--- src/hdl/box_blend_smoother_macros.svh ---
// Assertion helpers used by the checked datapath module
`ifndef BOX_BLEND_SMOOTHER_MACROS_SVH
`define BOX_BLEND_SMOOTHER_MACROS_SVH

// Same-cycle implication, disabled during reset
`define BBS_ASSERT_SAME(label, clk, rst, ante, cons) \
   label: assert property (@(posedge clk) disable iff (rst) (ante) |-> (cons)) \
      else $error("bbs check failed");

// Next-cycle implication, disabled during reset
`define BBS_ASSERT_NEXT(label, clk, rst, ante, cons) \
   label: assert property (@(posedge clk) disable iff (rst) (ante) |=> (cons)) \
      else $error("bbs check failed");

`endif

--- src/hdl/bbs_pkg.sv ---
package bbs_pkg;

   // configuration register indexes
   localparam logic [1:0] CSR_WEIGHT  = 2'd0;
   localparam logic [1:0] CSR_COLUMNS = 2'd1;
   localparam logic [1:0] CSR_ROWS    = 2'd2;

   localparam int WEIGHT_BITS  = 17;
   localparam int COLUMNS_BITS = 11;
   localparam int ROWS_BITS    = 16;
   localparam int CSR_BITS     = 17;
   localparam int NUM_CH       = 4;

   localparam logic [16:0] ONE_Q16 = 17'd65536;
   localparam logic [10:0] COLUMNS_RESET = 11'd1024;
   localparam logic [15:0] ROWS_RESET    = 16'd1024;

   // sequencer states
   typedef enum logic [5:0] {
      ST_IDLE = 6'b000001,
      ST_SUM  = 6'b000010,
      ST_MUL  = 6'b000100,
      ST_ADD  = 6'b001000,
      ST_DIV  = 6'b010000,
      ST_FIN  = 6'b100000
   } state_type;

   typedef struct packed {
      logic accept;
      logic sum_en;
      logic mul_en;
      logic add_en;
      logic div_en;
      logic out_load;
   } ctrl_cmd_type;

   typedef struct packed {
      logic interior;
      logic out_free;
   } ctrl_sts_type;

endpackage

--- src/hdl/bbs_controller.sv ---
module bbs_controller
   import bbs_pkg::*;
(
   input  logic         clock,
   input  logic         reset,
   input  logic         req_valid,
   output logic         req_stall,
   input  ctrl_sts_type sts,
   output ctrl_cmd_type cmd
);

   state_type state_ff, state_in;

   // next state and commands
   always_comb begin
      state_in = state_ff;
      cmd      = '0;
      unique case (state_ff)
         ST_IDLE: begin
            cmd.accept = req_valid;
            if (req_valid) state_in = ST_SUM;
         end
         ST_SUM: begin
            cmd.sum_en = 1'b1;
            state_in   = sts.interior ? ST_MUL : ST_IDLE;
         end
         ST_MUL: begin
            cmd.mul_en = 1'b1;
            state_in   = ST_ADD;
         end
         ST_ADD: begin
            cmd.add_en = 1'b1;
            state_in   = ST_DIV;
         end
         ST_DIV: begin
            cmd.div_en = 1'b1;
            state_in   = ST_FIN;
         end
         ST_FIN: begin
            cmd.out_load = sts.out_free;
            if (sts.out_free) state_in = ST_IDLE;
         end
         default: state_in = ST_IDLE;
      endcase
   end

   assign req_stall = (state_ff != ST_IDLE);

   always_ff @(posedge clock) begin
      if (reset) state_ff <= ST_IDLE;
      else       state_ff <= state_in;
   end

endmodule

--- config.mk ---
export PLATFORM = sky130hd
export DESIGN_NAME = bbs_controller
export DESIGN_NICKNAME = d
export VERILOG_FILES = /design/src/hdl/box_blend_smoother_macros.svh /design/src/hdl/bbs_pkg.sv /design/src/hdl/bbs_controller.sv
export SDC_FILE = /design/constraint.sdc
export NUM_CORES = 1
export LEC_CHECK = 0
export ABC_AREA = 1
export BUFFER_PORTS_ARGS = -buffer_cell sky130_fd_sc_hd__buf_2
export CAP_MARGIN = 20
export CORE_AREA = 10 10 47 49
export CTS_BUF_LIST = sky130_fd_sc_hd__clkbuf_16
export DETAILED_ROUTE_END_ITERATION = 16
export DIE_AREA = 0 0 57 59
export GPL_TIMING_DRIVEN = 0
export HOLD_SLACK_MARGIN = 0.06
export SKIP_LAST_GASP = 1
export SLEW_MARGIN = 30
export SYNTH_ARGS = -nofsm -noshare
export SYNTH_HDL_FRONTEND = slang
export SYNTH_SLANG_ARGS = --single-unit
--- constraint.sdc ---
create_clock -name clock -period 1.25 [get_ports clock]
set_input_delay 0.125 -clock clock [delete_from_list [all_inputs] [get_ports clock]]
set_output_delay 0.125 -clock clock [all_outputs]
set_load 0.05 [all_outputs]
# == Word level (Yosys, flattened, before mapping) ==
# Cells that the tools add are included.
# word_totals
ff_bits,6
output_inout_bits,7
in_bits,5
wordCells,21
# classes
n_eq_ne,9
reduce_logical,1
n_mux,10
# op_table
op,count
case mux 6 bit (6 select lines),1
2-to-1 mux 6 bit,2
== test 6 x 1 -> 1 bit (second input constant),1
== test 6 x 2 -> 1 bit (second input constant),1
== test 6 x 3 -> 1 bit (second input constant),1
== test 6 x 4 -> 1 bit (second input constant),1
== test 6 x 5 -> 1 bit (second input constant),1
== test 6 bit (second input constant),1
2-to-1 mux 1 bit,6
!= test 6 x 1 -> 1 bit (second input constant),1
!= test 2 bit (second input constant),2
2-to-1 mux 3 bit,1
AND reduction 2 bit,1

# == Logic depth before layout (Yosys ltp) ==
# Gate-level depths: netlist of the first run.
# depth
ltp_word,3
ltp_mapped,7
depth_no_buf,7

# == Worst setup path before layout of the first run ==
# OpenSTA, ideal clock, no wires.
# synth_path
path_type,reg2out
startpoint,reg state_ff[3]
endpoint,out cmd[5] in the netlist's numbering
path_stages_with_launch,4
t_required_ns,1.125
n_path_buf,0
path_slack_ns,-0.684
t_arrival_ns,1.809
cell_sequence,dfxtp_1 nor2_2 nand3_1 nor2_1
# synth_rtl
item,line_no,source
from (decl),bbs_controller.sv:12,"state_type state_ff, state_in;"
from (signal assigned),bbs_controller.sv:51,else state_ff <= state_in;
to (decl),bbs_controller.sv:9,output ctrl_cmd_type cmd

==> results of run 1 <==
[what timing repair did]
action	CTS	global route
gates resized for setup	20	11
pin swaps	5	4
setup buffers	3	2
hold endpoints to repair	0	0
setup endpoints to repair	7	7
[per-stage QoR]
stage               instance area (sq um)  total power (W)  std cells
detailed placement                    412         0.000325         76
CTS                                   569         0.000862         82
finish                                626         0.000877         84
global placement                      412         0.000323         76
global route                          626         0.000911         84
floorplan                             337         0.000297         49
[placed cells by master, fill, tap and decap left out, types with 2 or more instances in the layout]
cell,instances
buf_4,5
nor2_4,6
nor2_1,6
dfxtp_2,4
inv_1,9
nor2_2,2
nand3_1,2
nand4_1,3
buf_2,5
clkbuf_16,3
nand2_1,5
buf_6,4
buf_8,2
nor3_1,3
[metal layers]
layer  part of all wire  up-vias  GRT usage
li1                   -      193          -
met1               0.42      151     0.0527
met4              0.020        0     0.0302
met5                  0        -          0
met2               0.43       10     0.0698
met3               0.13        2     0.0451
[synthesized netlist by cell type]
master | number | area (sq um)
nor2_1 | 11 | 41.3
inv_1 | 9 | 33.8
dfxtp_1 | 6 | 120
nand2_1 | 6 | 22.5
nand3_1 | 3 | 15.0
nand4_1 | 3 | 18.8
nor2_2 | 3 | 18.8
nor3_1 | 3 | 15.0
a21oi_1 | 1 | 5.00
a21oi_2 | 1 | 8.76
inv_2 | 1 | 3.75
nor3b_2 | 1 | 12.5
or2_1 | 1 | 6.26
[power by group]
part	leakage, nW	internal, W	total (W)	switching [W]
registers	0.0510	0.000201	0.000210	0.00000899
clock network	0.0370	0.000410	0.000513	0.000103
logic	0.206	0.0000540	0.000154	0.0000997
total	0.294	0.000665	0.000877	0.000212
[cell families (layout without fill, tap and decap cells)]
family	Yosys count	after routing	synth area share
compound gates	2	2	0.0428
simple gates	31	31	0.467
buf+inv	10	29	0.117
flops	6	6	0.374
[layout make-up]
type | count | area, sq um | share of cell area
Tap cell | 16 | 20.0 | 0.0320
Clock buffer | 3 | 75.1 | 0.120
Inverter | 10 | 37.5 | 0.0600
Multi-Input combinational cell | 33 | 226 | 0.362
Timing Repair Buffer | 16 | 138 | 0.220
Sequential cell | 6 | 129 | 0.206
[final timing paths]
check                                 from                       end  slack [ns]  depth (start not counted)
setup / recovery  state_ff[3]$_SDFFE_PP0P_                    cmd[2]       -0.04                          4
hold reg to reg   state_ff[3]$_SDFFE_PP0P_  state_ff[1]$_SDFFE_PP0P_        0.58                          3
setup reg to reg  state_ff[3]$_SDFFE_PP0P_  state_ff[0]$_SDFFE_PP1P_        0.07                          7
hold / removal                       reset  state_ff[5]$_SDFFE_PP0P_        0.14                          2
==> metrics.csv, run 1 <==
metric,value,unit
max reg flops,6,
Hold WC Path Type,primary input to flip-flop,
CTS tree,built,
Setup Viol. Count Final,3,
Top delay family on crit path,simple AND/OR/NAND/NOR gates,
slowest cell delay on critical path,0.34,ns
layout cell share with drive strength beyond 1,0.544,
endpoint class of the critical path,primary output,
total wire length,867,um
synthesized cell area,322,sq um
power per cell area,1400,nW/um^2
clock slew at reported path FFs,0.03,ns
routed via count,356,
crit-path cells,inv_1 -> or2_1 -> nor2_4 -> buf_8,
Die Wd,57,um
Max Root-Sink Buffers,2,
CTS H-Tree Depth,1,
initial antenna violation count,0,
pre-CTS setup slack,0.0409,ns
data required time of the worst path,1.12,ns
synth-to-layout area growth,94.6,%
later-pin clock latency in the skew report,0.23,ns
crit path max-delay cell type,dfxtp_2,
synthesized instance count,49,
P_leak,0.294,nW
Critical Path AT,1.16,ns
gr ovfl total,0,
WHS,0.142,ns
Final Hold Viols,0,
io pins,12,
Root Driver,clkbuf_16,
outcome,finished with violations,
CP Max Fanout,2,
setup ws final,-0.0380,ns
Iter 0 DRT Violations,5,
DRT Pass-1 Iters,2,
failing checks,setup timing,
PortBufs,11,
path type of the worst setup path,flip-flop to primary output,
syn_nets,54,
Die ar.,3360,sq um
"Min Clock Period, post-route",1.29,ns
DRC Markers,0,
Total GRT Usage,0.0516,
number of max-cap violations,0,
Worst IR Drop VDD,0.000899,V
Core ar.,1400,sq um
unrepaired setup endpoints after global routing,yes,
DIE HEIGHT,59,um
cts hold-fix bufs,0,
Cell Rows,14,
fmax,776,MHz
period utilization,1.03,
Initial Util,0.229,
final core occ,0.446,
Placer Congestion,0.792,
"flops & latches, synth",6,
synth unique cells,13,
mean post-synth cell area,6.56,sq um
vias in the first global route,325,
Max Slew Vio Count,0,
antenna-violating nets left,0,
Yosys warnings,0,
Largest Register,state_ff,
Fin Setup TNS,-0.0533,ns
wire per inst,10.3,um
cts bufs inserted,3,
first-pass GRT wire length,1330,um
vias per cell,4.24,
Worst-Margin Slew,0.251,ns
largest registers,state_ff (6),
max_slew headroom,0.834,
worst path bufs/invs,2,
largest net degree at the start of global routing,7,
CTS sink cnt,6,
hpwl dp,619,um
Final nets,75,
Antenna Diode Count,0,
Filler Cell Count,144,
Startpoint Class,flip-flop,
Post-Route Skew,0.00226,ns
sequential area share after synthesis,0.374,
No activity file was read; power rests on OpenSTA's default activity.
==> run 2: changes to the inputs <==
--- a/config.mk
+++ b/config.mk
@@ -12,7 +12,6 @@
 export CTS_BUF_LIST = sky130_fd_sc_hd__clkbuf_16
 export DETAILED_ROUTE_END_ITERATION = 16
 export DIE_AREA = 0 0 57 59
-export GPL_TIMING_DRIVEN = 0
 export HOLD_SLACK_MARGIN = 0.06
 export SKIP_LAST_GASP = 1
 export SLEW_MARGIN = 30
==> metrics.csv, run 2 (synthesis gave the netlist of run 1 again) <==
metric,value,unit
outcome,finished with violations,
failing checks,setup timing,
setup ws final,-0.0490,ns
Final nets,76,
vias in the first global route,348,
CTS H-Tree Depth,1,
path type of the worst setup path,flip-flop to primary output,
period utilization,1.04,
DIE HEIGHT,59,um
Final Hold Viols,0,
M1 GR Usage,0.0597,
power per cell area,1400,nW/um^2
fin cells,85,
Initial Util,0.229,
routed via count,376,
Core ar.,1400,sq um
Setup Viol. Count Final,4,
hpwl dp,644,um
synth-to-layout area growth,98.8,%
layout cell share with drive strength beyond 1,0.580,
Max Slew Vio Count,0,
fmax,770,MHz
initial antenna violation count,0,
Die Wd,57,um
CP Max Fanout,4,
Worst IR Drop VDD,0.00102,V
vias per cell,4.42,
Max Root-Sink Buffers,2,
Hold WC Path Type,primary input to flip-flop,
Iter 0 DRT Violations,3,
P_leak,0.299,nW
pre-CTS setup slack,0.0446,ns
WHS,0.133,ns
Largest Register,state_ff,
largest net degree at the start of global routing,7,
total wire length,888,um
max_slew headroom,0.873,
"Power, Total",0.000896,W
Post-Route Skew,0.00212,ns
Cell Rows,14,
PortBufs,11,
CTS tree,built,
slowest cell delay on critical path,0.36,ns
endpoint class of the critical path,primary output,
CTS sink cnt,6,
"commonest non-fill, non-tap cell in the layout",inv_1,
unrepaired setup endpoints after global routing,yes,
max reg flops,6,
Startpoint Class,flip-flop,
io pins,12,
Fin Setup TNS,-0.0856,ns
Die ar.,3360,sq um
Worst-Margin Slew,0.190,ns
placed cells,76,
M2 GR Usage,0.0884,
largest registers,state_ff (6),
global routing usage on met3,0.0343,
data required time of the worst path,1.12,ns
DRC Markers,0,
first-pass GRT wire length,1560,um
later-pin clock latency in the skew report,0.23,ns
Antenna Diode Count,0,
crit-path cells,inv_2 -> nor2_2 -> nand3_4 -> nor2_4 -> buf_8,
gr ovfl total,0,
"Min Clock Period, post-route",1.30,ns
GRT Max-Usage Layer,met2,
number of max-cap violations,0,
DRT Pass-1 Iters,2,
Total GRT Usage,0.0597,
antenna-violating nets left,0,
Placer Congestion,0.739,
Critical Path AT,1.17,ns
wire per inst,10.4,um
crit path max-delay cell type,dfxtp_4,
cts bufs inserted,3,
clock slew at reported path FFs,0.03,ns
Root Driver,clkbuf_16,
most frequent cells in the layout,"inv_1, nor2_4, nor2_1, buf_4",
run 2: cell count changes in the layout (fill, tap and decap cells not counted):
cell   before  now
buf_2       5    4
inv_1       9    7
buf_4       5    6
inv_2       1    3
buf_6       4    5
run 2: what timing repair did:
| action | in CTS | in global routing |
|---|---|---|
| resized for setup | 23 | 13 |
| pin swaps | 6 | 3 |
| setup endpoints to repair | 7 | 8 |
| hold buffers | 0 | 0 |
| buffers inserted | 5 | 1 |
run 2: worst max-delay path, delay by kind of cell (launching register included):
kind	cells	cell delay, ns
AND/OR/NAND/NOR	3	0.40
flip-flops	1	0.36
buffers and inverters	2	0.19
run 2: layout make-up:
type / count / area, sq um
Clock buffer: 3 / 75.1
Sequential cell: 6 / 129
Timing Repair Buffer: 17 / 151
Inverter: 10 / 37.5
Multi-Input combinational cell: 33 / 226
Fill cell: 150 / 762
Tap cell: 16 / 20.0
run 2: power by group:
group / total [W] / leakage, nW / switching, W / internal [W]
logic: 0.000172 / 0.211 / 0.000102 / 0.0000700
clock network: 0.000514 / 0.0370 / 0.000104 / 0.000410
registers: 0.000210 / 0.0510 / 0.00000922 / 0.000201
total: 0.000896 / 0.299 / 0.000215 / 0.000681
run 2: worst paths after layout:
path | from | slack (ns) | to | depth (start not counted)
setup / recovery | state_ff[0]$_SDFFE_PP1P_ | -0.05 | cmd[5] | 5
hold / removal | reset | 0.13 | state_ff[5]$_SDFFE_PP0P_ | 2
setup reg to reg | state_ff[0]$_SDFFE_PP1P_ | 0.01 | state_ff[0]$_SDFFE_PP1P_ | 9
hold reg to reg | state_ff[0]$_SDFFE_PP1P_ | 0.60 | state_ff[3]$_SDFFE_PP0P_ | 3
run 2: metal layers:
metal | vias up | routed length (um)
met1 | 170 | 336
met2 | 10 | 430
met5 | - | 0
met3 | 2 | 99
met4 | 0 | 23
li1 | 194 | -
run 2: metrics by stage:
stage               cell area (sq um)   util
detailed placement                412  0.294
finish                            639  0.456
global placement                  412  0.294
CTS                               587  0.419
global route                      639  0.456
floorplan                         337      -
